==> src/design/cleb_pkg.sv <==
// Shared constants, key codes and controller/datapath interface types of the line editor.
package cleb_pkg;

  // Ring geometry: pointers carry one extra bit so that full and empty differ.
  localparam int BUFFER_DEPTH = 128;
  localparam int SLOT_W       = $clog2(BUFFER_DEPTH);
  localparam int PTR_W        = SLOT_W + 1;

  // Stream widths.
  localparam int IN_DATA_W  = 16;
  localparam int OUT_DATA_W = 32;

  // Item kinds.
  localparam logic OP_KEY  = 1'b0;
  localparam logic OP_READ = 1'b1;

  // Console modes.
  localparam logic MODE_EDIT = 1'b0;
  localparam logic MODE_RAW  = 1'b1;

  // Key codes.
  localparam logic [7:0] KEY_NUL    = 8'h00;
  localparam logic [7:0] KEY_CTRL_D = 8'h04;
  localparam logic [7:0] KEY_CTRL_H = 8'h08;
  localparam logic [7:0] KEY_LF     = 8'h0A;
  localparam logic [7:0] KEY_CR     = 8'h0D;
  localparam logic [7:0] KEY_CTRL_P = 8'h10;
  localparam logic [7:0] KEY_CTRL_U = 8'h15;
  localparam logic [7:0] KEY_RAW_K  = 8'h6B;
  localparam logic [7:0] KEY_DEL    = 8'h7F;
  localparam logic [7:0] KEY_UP     = 8'hE2;
  localparam logic [7:0] KEY_DOWN   = 8'hE3;
  localparam logic [7:0] KEY_LEFT   = 8'hE4;
  localparam logic [7:0] KEY_RIGHT  = 8'hE5;

  // Echo code that asks the display to erase one character.
  localparam logic [8:0] ECHO_ERASE = 9'h100;

  // Read status codes.
  localparam logic [1:0] READ_OK    = 2'd0;
  localparam logic [1:0] READ_EMPTY = 2'd1;
  localparam logic [1:0] READ_EOF   = 2'd2;

  // Which result the datapath forms when the controller finishes an item.
  typedef enum logic [1:0] {
    RES_KEY,
    RES_READ,
    RES_EMPTY,
    RES_KILL
  } res_sel_t;

  // Commands from the controller to the datapath.
  typedef struct packed {
    logic     accept;     // latch the incoming item and clear the erase count
    logic     kill_addr;  // read the store at the entry before the edit pointer
    logic     kill_step;  // step the edit pointer back by one erased character
    logic     finish;     // apply the item's updates and load the output register
    res_sel_t res_sel;
  } cmd_t;

  // Status from the datapath to the controller.
  typedef struct packed {
    logic is_read;
    logic is_kill;
    logic rd_empty;
    logic at_commit;
    logic mem_is_lf;
    logic out_free;
  } sts_t;

  // One result item.
  typedef struct packed {
    logic [8:0] echo_code;
    logic       echo_valid;
    logic [7:0] erase_count;
    logic       line_ready;
    logic       dump_request;
    logic [7:0] read_data;
    logic [1:0] read_status;
    logic       end_of_line;
  } res_t;

endpackage

==> src/design/cleb_ctrl.sv <==
// Controller state machine that sequences key, read and kill-line items.
module cleb_ctrl (
  input  logic          clk,
  input  logic          rst,
  input  logic          s_tvalid,
  output logic          s_tready,
  input  cleb_pkg::sts_t sts,
  output cleb_pkg::cmd_t cmd
);
  import cleb_pkg::*;

  typedef enum logic [1:0] {
    S_IDLE,
    S_DECODE,
    S_KILL_RD,
    S_KILL_CHK
  } state_t;

  state_t state;
  state_t state_next;

  // An item is taken only while the controller is idle.
  assign s_tready = (state == S_IDLE);

  // Command decode and next state.
  always_comb begin
    cmd        = '0;
    cmd.res_sel = RES_KEY;
    state_next = state;
    unique case (state)
      S_IDLE: begin
        cmd.accept = s_tvalid;
        if (s_tvalid) begin
          state_next = S_DECODE;
        end
      end
      S_DECODE: begin
        if (sts.is_read) begin
          cmd.res_sel = sts.rd_empty ? RES_EMPTY : RES_READ;
          cmd.finish  = sts.out_free;
        end else if (sts.is_kill) begin
          state_next = S_KILL_RD;
        end else begin
          cmd.res_sel = RES_KEY;
          cmd.finish  = sts.out_free;
        end
        if (cmd.finish) begin
          state_next = S_IDLE;
        end
      end
      S_KILL_RD: begin
        if (sts.at_commit) begin
          cmd.res_sel = RES_KILL;
          cmd.finish  = sts.out_free;
          if (sts.out_free) begin
            state_next = S_IDLE;
          end
        end else begin
          cmd.kill_addr = 1'b1;
          state_next    = S_KILL_CHK;
        end
      end
      S_KILL_CHK: begin
        cmd.kill_addr = 1'b1;
        if (sts.mem_is_lf) begin
          cmd.res_sel = RES_KILL;
          cmd.finish  = sts.out_free;
          if (sts.out_free) begin
            state_next = S_IDLE;
          end
        end else begin
          cmd.kill_step = 1'b1;
          state_next    = S_KILL_RD;
        end
      end
      default: begin
        state_next = S_IDLE;
      end
    endcase
  end

  // State register.
  always_ff @(posedge clk) begin
    if (rst) begin
      state <= S_IDLE;
    end else begin
      state <= state_next;
    end
  end

`ifndef SYNTH
  a_finish_free: assert property (@(posedge clk) disable iff (rst)
    cmd.finish |-> sts.out_free)
    else $error("result loaded while the output register is occupied");
  a_finish_idle: assert property (@(posedge clk) disable iff (rst)
    cmd.finish |=> (state == S_IDLE))
    else $error("controller not idle after finishing an item");
  a_accept_decode: assert property (@(posedge clk) disable iff (rst)
    cmd.accept |=> (state == S_DECODE))
    else $error("accepted item not decoded in the following cycle");
`endif

endmodule

==> src/design/cleb_dp.sv <==
// Datapath: line store, ring pointers, item and mode registers and the output register.
module cleb_dp (
  input  logic                            clk,
  input  logic                            rst,
  input  logic                            cfg_valid,
  input  logic                            cfg_data,
  input  logic [cleb_pkg::IN_DATA_W-1:0]  s_tdata,
  input  logic                            s_tuser,
  input  cleb_pkg::cmd_t                  cmd,
  output cleb_pkg::sts_t                  sts,
  output logic                            m_tvalid,
  input  logic                            m_tready,
  output logic [cleb_pkg::OUT_DATA_W-1:0] m_tdata,
  output logic [1:0]                      m_tuser,
  output logic                            m_tlast
);
  import cleb_pkg::*;

  logic             console_mode;
  logic             item_op;
  logic [7:0]       item_key;
  logic             item_first;
  logic [PTR_W-1:0] read_ptr;
  logic [PTR_W-1:0] commit_ptr;
  logic [PTR_W-1:0] edit_ptr;
  logic [7:0]       kill_count;
  logic [7:0]       line_store [BUFFER_DEPTH];
  logic [7:0]       mem_q;
  logic [SLOT_W-1:0] rd_slot;
  logic             out_valid;
  res_t             out_res;

  logic [PTR_W-1:0] fill;
  logic [PTR_W-1:0] edit_inc;
  logic [PTR_W-1:0] edit_dec;
  logic             full;
  logic             full_after;
  logic             is_arrow;
  logic             is_raw_key;

  res_t             res_next;
  logic             store_en;
  logic [7:0]       store_byte;
  logic [PTR_W-1:0] read_next;
  logic [PTR_W-1:0] commit_next;
  logic [PTR_W-1:0] edit_next;

  // Ring arithmetic.
  assign fill       = edit_ptr - read_ptr;
  assign edit_inc   = edit_ptr + PTR_W'(1);
  assign edit_dec   = edit_ptr - PTR_W'(1);
  assign full       = (fill == PTR_W'(BUFFER_DEPTH));
  assign full_after = (fill == PTR_W'(BUFFER_DEPTH - 1));
  assign is_arrow   = (item_key == KEY_UP) || (item_key == KEY_DOWN) ||
                      (item_key == KEY_LEFT) || (item_key == KEY_RIGHT);
  assign is_raw_key = (item_key == KEY_UP) || (item_key == KEY_DOWN) ||
                      (item_key == KEY_RAW_K);

  // The store is read at the read pointer, or behind the edit pointer while killing a line.
  assign rd_slot = cmd.kill_addr ? edit_dec[SLOT_W-1:0] : read_ptr[SLOT_W-1:0];

  // Status towards the controller.
  assign sts.is_read   = (item_op == OP_READ);
  assign sts.is_kill   = (item_op == OP_KEY) && (console_mode == MODE_EDIT) &&
                         (item_key == KEY_CTRL_U);
  assign sts.rd_empty  = (read_ptr == commit_ptr);
  assign sts.at_commit = (edit_ptr == commit_ptr);
  assign sts.mem_is_lf = (mem_q == KEY_LF);
  assign sts.out_free  = !out_valid || m_tready;

  // Result and pointer updates of the item being finished.
  always_comb begin
    res_next    = '0;
    store_en    = 1'b0;
    store_byte  = item_key;
    read_next   = read_ptr;
    commit_next = commit_ptr;
    edit_next   = edit_ptr;
    unique case (cmd.res_sel)
      RES_KEY: begin
        if (console_mode == MODE_EDIT) begin
          if (item_key == KEY_CTRL_P) begin
            res_next.dump_request = 1'b1;
          end else if ((item_key == KEY_CTRL_H) || (item_key == KEY_DEL)) begin
            if (edit_ptr != commit_ptr) begin
              edit_next           = edit_dec;
              res_next.echo_code  = ECHO_ERASE;
              res_next.echo_valid = 1'b1;
            end
          end else if (is_arrow) begin
            res_next.echo_code  = {1'b0, item_key};
            res_next.echo_valid = 1'b1;
          end else if ((item_key != KEY_NUL) && !full) begin
            store_byte          = (item_key == KEY_CR) ? KEY_LF : item_key;
            store_en            = 1'b1;
            edit_next           = edit_inc;
            res_next.echo_code  = {1'b0, store_byte};
            res_next.echo_valid = 1'b1;
            if ((store_byte == KEY_LF) || (store_byte == KEY_CTRL_D) || full_after) begin
              commit_next         = edit_inc;
              res_next.line_ready = 1'b1;
            end
          end else begin
            store_en = 1'b0;
          end
        end else if (is_raw_key && !full) begin
          store_en            = 1'b1;
          edit_next           = edit_inc;
          commit_next         = edit_inc;
          res_next.line_ready = 1'b1;
        end else begin
          store_en = 1'b0;
        end
      end
      RES_READ: begin
        if (mem_q == KEY_CTRL_D) begin
          // End of file: the control-D is consumed only by the first byte of a request.
          if (item_first) begin
            read_next = read_ptr + PTR_W'(1);
          end
          res_next.read_status = READ_EOF;
        end else begin
          read_next            = read_ptr + PTR_W'(1);
          res_next.read_data   = mem_q;
          res_next.read_status = READ_OK;
          res_next.end_of_line = (mem_q == KEY_LF);
        end
      end
      RES_EMPTY: begin
        res_next.read_status = READ_EMPTY;
      end
      RES_KILL: begin
        res_next.erase_count = kill_count;
      end
      default: begin
        res_next = '0;
      end
    endcase
  end

  // Control registers: mode, pointers and output valid.
  always_ff @(posedge clk) begin
    if (rst) begin
      console_mode <= MODE_EDIT;
      read_ptr     <= '0;
      commit_ptr   <= '0;
      edit_ptr     <= '0;
      out_valid    <= 1'b0;
    end else begin
      if (cfg_valid) begin
        console_mode <= cfg_data;
      end
      if (cmd.kill_step) begin
        edit_ptr <= edit_dec;
      end
      if (cmd.finish) begin
        read_ptr   <= read_next;
        commit_ptr <= commit_next;
        edit_ptr   <= edit_next;
        out_valid  <= 1'b1;
      end else if (m_tready) begin
        out_valid <= 1'b0;
      end
    end
  end

  // Payload registers: the item, the erase counter and the result.
  always_ff @(posedge clk) begin
    if (cmd.accept) begin
      item_op    <= s_tuser;
      item_key   <= s_tdata[7:0];
      item_first <= s_tdata[8];
      kill_count <= '0;
    end else if (cmd.kill_step && (kill_count != 8'hFF)) begin
      kill_count <= kill_count + 8'd1;
    end
    if (cmd.finish) begin
      out_res <= res_next;
    end
  end

  // Line store: one write port, one registered read port.
  always_ff @(posedge clk) begin
    if (cmd.finish && store_en) begin
      line_store[edit_ptr[SLOT_W-1:0]] <= store_byte;
    end
    mem_q <= line_store[rd_slot];
  end

  // Output stream packing.
  assign m_tvalid = out_valid;
  assign m_tdata  = {4'd0, out_res.read_data, out_res.dump_request, out_res.line_ready,
                     out_res.erase_count, out_res.echo_valid, out_res.echo_code};
  assign m_tuser  = out_res.read_status;
  assign m_tlast  = out_res.end_of_line;

`ifndef SYNTH
  a_fill_bound: assert property (@(posedge clk) disable iff (rst)
    fill <= PTR_W'(BUFFER_DEPTH))
    else $error("ring holds more bytes than its depth");
  a_commit_order: assert property (@(posedge clk) disable iff (rst)
    (commit_ptr - read_ptr) <= fill)
    else $error("commit pointer lies outside the read and edit pointers");
  a_kill_stop: assert property (@(posedge clk) disable iff (rst)
    cmd.kill_step |-> (edit_ptr != commit_ptr))
    else $error("kill-line erased into committed text");
`endif

endmodule

==> src/design/console_line_editor_buffer_core.sv <==
// Top level of the console line editor buffer: keyboard keys and reader requests in, one result out.
//
// Each input transfer is a key (tuser 0) or a one-byte read (tuser 1) and yields exactly one
// result transfer. An ordinary key or read is latched with the store entry at the read pointer
// when it is accepted, and the controller decides and updates the pointers in its decode
// state, waiting there while the output register is occupied. Control-U in edit mode steps
// back one erased character at a time, reading the entry behind the edit pointer through the
// store's registered read port before each step. The next item is accepted in the cycle after
// a result is loaded, while that result may still wait to be taken. The console mode register
// is written through the cfg channel, which is always ready and must only be used while idle.
module console_line_editor_buffer_core (
  input  logic                            clk,
  input  logic                            rst,
  input  logic                            cfg_valid,
  output logic                            cfg_ready,
  input  logic                            cfg_data,   // console_mode
  input  logic                            s_tvalid,
  output logic                            s_tready,
  input  logic [cleb_pkg::IN_DATA_W-1:0]  s_tdata,    // key_code[7:0], first_of_read[8]
  input  logic                            s_tuser,    // op
  output logic                            m_tvalid,
  input  logic                            m_tready,
  output logic [cleb_pkg::OUT_DATA_W-1:0] m_tdata,    // echo_code[8:0], echo_valid[9],
                                                      // erase_count[17:10], line_ready[18],
                                                      // dump_request[19], read_data[27:20]
  output logic [1:0]                      m_tuser,    // read_status
  output logic                            m_tlast     // end_of_line
);
  import cleb_pkg::*;

  cmd_t cmd;
  sts_t sts;

  // The mode register takes a write in any cycle.
  assign cfg_ready = 1'b1;

  // Sequencing of items.
  cleb_ctrl u_ctrl (
    .clk      (clk),
    .rst      (rst),
    .s_tvalid (s_tvalid),
    .s_tready (s_tready),
    .sts      (sts),
    .cmd      (cmd)
  );

  // Store, pointers and result register.
  cleb_dp u_dp (
    .clk       (clk),
    .rst       (rst),
    .cfg_valid (cfg_valid),
    .cfg_data  (cfg_data),
    .s_tdata   (s_tdata),
    .s_tuser   (s_tuser),
    .cmd       (cmd),
    .sts       (sts),
    .m_tvalid  (m_tvalid),
    .m_tready  (m_tready),
    .m_tdata   (m_tdata),
    .m_tuser   (m_tuser),
    .m_tlast   (m_tlast)
  );

endmodule
==> config.mk <==
export PLATFORM = sky130hd
export DESIGN_NAME = console_line_editor_buffer_core
export DESIGN_NICKNAME = d
export VERILOG_FILES = /design/src/design/cleb_pkg.sv /design/src/design/cleb_ctrl.sv /design/src/design/cleb_dp.sv /design/src/design/console_line_editor_buffer_core.sv
export SDC_FILE = /design/constraint.sdc
export NUM_CORES = 2
export LEC_CHECK = 0
export ABC_AREA = 1
export BUFFER_PORTS_ARGS = -buffer_cell sky130_fd_sc_hd__buf_2
export CORE_MARGIN = 1.5
export CORE_UTILIZATION = 65
export DETAILED_ROUTE_END_ITERATION = 8
export GPL_ROUTABILITY_DRIVEN = 0
export PLACE_DENSITY_LB_ADDON = 0.2
export REMOVE_ABC_BUFFERS = 1
export SYNTH_ARGS = -nofsm -noshare
export SYNTH_HDL_FRONTEND = slang
export SYNTH_SLANG_ARGS = --single-unit
==> constraint.sdc <==
create_clock -name clk -period 24.8 [get_ports clk]
set_clock_uncertainty 0.05 [all_clocks]
set_input_delay 1.24 -clock clk [delete_from_list [all_inputs] [get_ports clk]]
set_output_delay 1.24 -clock clk [all_outputs]
set_load 0.1 [all_outputs]
==> flow_summary.json <==
{
  "ant_nets": 0,
  "place.detailed.hpwl_um": 70130,
  "tightest_slew_ps": 1210,
  "synth-main-ff-cell": "edfxtp_1",
  "syn-instance-count": 5095,
  "die_h_um": 280.4,
  "die_x_um": 280.4,
  "pwr-share-comb_pct": 2.3,
  "cts-htree-levels": 3,
  "power.switching_uw": 758.3,
  "clkPwrFrac_pct": 43.0,
  "path_max_fanout": 73,
  "hp-class": "flip-flop to flip-flop",
  "crit_arrival_ps": 6720,
  "slew_violations": 0,
  "dieArea_um2": 78650,
  "fin_total_pwr_mw": 3.772,
  "first_pass_iters": 7,
  "clk_path_buf_depth": 3,
  "insertion_delay_ps": 660,
  "worstSetupEndpointType": "flip-flop",
  "setup_viol": 0,
  "antenna_found_initial": 1,
  "seqPwrFrac_pct": 54.7,
  "nets": 5091,
  "globalRouteOverflowTotal": 0,
  "placedCellCount": 5976,
  "rows": 101,
  "cts_setup_buffers": 0,
  "wl_per_cell_um": 20.33,
  "timing.fmax_mhz": 159.6,
  "clk_pin_slew_ps": 60,
  "cp-start-kind": "flip-flop",
  "post_cts_resized": 0,
  "start_util_pct": 65.77,
  "numCtsBuffers": 107,
  "grt_pass1_wl_um": 190100,
  "ys_ff_latch": 1109,
  "fin_util_pct": 71.34,
  "top_layer_used": "met4",
  "postCtsHoldBufs": 0,
  "vdd_drop_max_mv": 0.06095,
  "cts_sinks": 1109,
  "p_per_area_nw_per_um2": 69.49,
  "p_leak_nw": 23.02,
  "wl_met2_um": 58260,
  "drc": 0,
  "worstPathRequired_ps": 25260,
  "async_flop_share_pct": 0,
  "diodes": 0,
  "root_buffer": "clkbuf_16",
  "fin_ws_ps": 18530,
  "post-place-ws_ps": 18690,
  "cts_tree": "yes",
  "synth_area_um2": 50030,
  "grt_max_degree": 207,
  "vias": 35270,
  "stdcell_count": 6174,
  "max_cap_viol_count": 0,
  "status": "completed",
  "hold_violations": 0,
  "area_growth_syn_to_layout_pct": 8.477,
  "rsz0062_at_grt": "false",
  "crit_type": "flip-flop to flip-flop",
  "dr.first_iter.drc_count": 4843,
  "wl_um": 125500,
  "p_sw_share_pct": 20.11,
  "via_per_inst": 5.712,
  "first_global_vias": 33800,
  "p_int_mw": 3.013,
  "core_area_um2": 76080,
  "tns_ps": 0,
  "timing.final.crit_share_pct": 25.26,
  "relSlewSlack_pct": 19.31,
  "wl_met3_um": 14510,
  "yosys_warnings": 0,
  "met1_length_um": 47640,
  "synth-edff-count": 1065,
  "hold_ws_ps": 471.6,
  "drive_above_1_share_pct": 5.482,
  "avgSynthCellArea_um2": 9.820,
  "period_needed_ps": 6265,
  "post_dp_cell_area_um2": 50800,
  "track_usage_pct": 32.17,
  "yosysSeqAreaShare_pct": 65.68,
  "io_buffer_count": 48,
  "io_pins": 61,
  "final_cell_area_um2": 54280,
  "synthDistinctLibCells": 48
}
[cell usage after synthesis, drive strengths merged, types with 2 or more instances]
cell / number / area share, %
xnor2: 6 / 0.11
nor4: 9 / 0.11
xor2: 15 / 0.26
nor3b: 2 / 0.030
a31o: 2 / 0.035
o21a: 4 / 0.060
nor3: 23 / 0.23
a31oi: 2 / 0.025
or2: 2 / 0.025
nor2: 240 / 1.8
conb: 2 / 0.015
dfxtp: 44 / 1.8
a21oi: 25 / 0.26
o21ai: 28 / 0.31
inv: 1069 / 8.0
ha: 12 / 0.30
buf: 225 / 2.4
edfxtp: 1065 / 64
nand2: 1200 / 9.1
nand4: 15 / 0.19
nand3: 1067 / 11
clkbuf: 26 / 0.20
[cell type report]
class                   count  area (um2)
clock buffers             138        2887
clock inverters            60       585.6
fillers                  5269       21800
inverters                1070        4021
multi-input cells        2668       11980
flip-flops and latches   1109       32860
well taps                1030        1289
repair buffers             99       648.1
[power by group through the flow]
stage / combinational (mW) / sequential [mW] / clock [mW]
6_report: 0.0876 / 2.06 / 1.62
3_3_place_gp: 0.0836 / 2.10 / 0
5_1_grt: 0.0928 / 2.06 / 1.70
4_1_cts: 0.0856 / 2.06 / 1.63
2_1_floorplan: 0.0367 / 2.12 / 0
3_5_place_dp: 0.0852 / 2.10 / 0
[sequential cells by signal, summed over array words and instances (netlist names), 8 cells and up]
| signal | cells |
|---|---|
| u_dp.line_store | 1024 |
| u_dp.m_tdata | 28 |
| u_dp.commit_ptr | 8 |
| u_dp.edit_ptr | 8 |
| u_dp.item_key | 8 |
| u_dp.kill_count | 8 |
| u_dp.mem_q | 8 |
| u_dp.read_ptr | 8 |
[critical path, cell delays in order, from the launching register on]
cell and delay [ps]:
dfxtp_1 670, inv_4 150, nand2_1 110, nand2_1 50, nand2_1 50, nor2_1 50, nand2_2 100, nand2_4 100
nand2_4 260, nand2_2 350, nand2_4 720, buf_4 730, buf_4 820, buf_4 590, nand2_1 110, nand3_1 120
nand3_1 130, nand3_1 170, nand3_1 130, nand3_1 170, nand2_1 140, nand2_1 80, nand2_1 140
[path summary, 6_finish.rpt]
path,startpoint,endpoint,slack [ps],cells past startpoint
max reg2reg,u_dp.edit_ptr[0],u_dp.mem_q[4],18530,22
min,u_dp.kill_count[1],u_dp.kill_count[1],470,2
min reg2reg,u_dp.kill_count[1],u_dp.kill_count[1],470,2
max,u_dp.edit_ptr[0],u_dp.mem_q[4],18530,22
[metal layers]
layer	vias to the layer above	GRT usage, %
li1	16350	-
met3	329	5.596
met2	1985	51.00
met1	16600	44.18
met4	0	13.98
met5	-	0
[layout by cell type, fill, tap and decap left out, types with 3 or more instances in the layout]
| cell type | netlist | routed |
|---|---|---|
| ha_1 | 12 | 12 |
| nor4_1 | 9 | 9 |
| xnor2_1 | 6 | 6 |
| clkinv_1 | 1 | 28 |
| bufinv_16 | 0 | 12 |
| nand2_1 | 1194 | 1192 |
| conb_1 | 2 | 5 |
| clkinv_2 | 0 | 16 |
| inv_2 | 6 | 6 |
| nor3_1 | 23 | 22 |
| o21ai_4 | 1 | 5 |
| nor2_4 | 1 | 3 |
| o21a_1 | 4 | 4 |
| nor2_1 | 237 | 235 |
| clkbuf_8 | 0 | 5 |
| edfxtp_1 | 1065 | 1065 |
| nand2_4 | 2 | 3 |
| buf_2 | 182 | 48 |
| nand3_1 | 1066 | 1065 |
| a21oi_1 | 24 | 24 |
| nand2_2 | 4 | 4 |
| nand4_1 | 15 | 15 |
| inv_6 | 0 | 3 |
| clkbuf_1 | 26 | 24 |
| o21ai_0 | 22 | 20 |
| buf_4 | 28 | 49 |
| clkbuf_16 | 0 | 109 |
| xor2_1 | 15 | 15 |
| dfxtp_1 | 44 | 44 |
| inv_1 | 1062 | 1061 |
[cell families after synthesis]
kind of cell	share of synthesized area [%]
xor gates and xnor gates	0.3676
buffers and inverters	10.61
DFF	65.68
adders and majority gates	0.3401
other	0.01501
AOI/OAI and AO/OA	0.8153
and+or+nand+nor	22.17
Power figures use the tool's default switching activity.
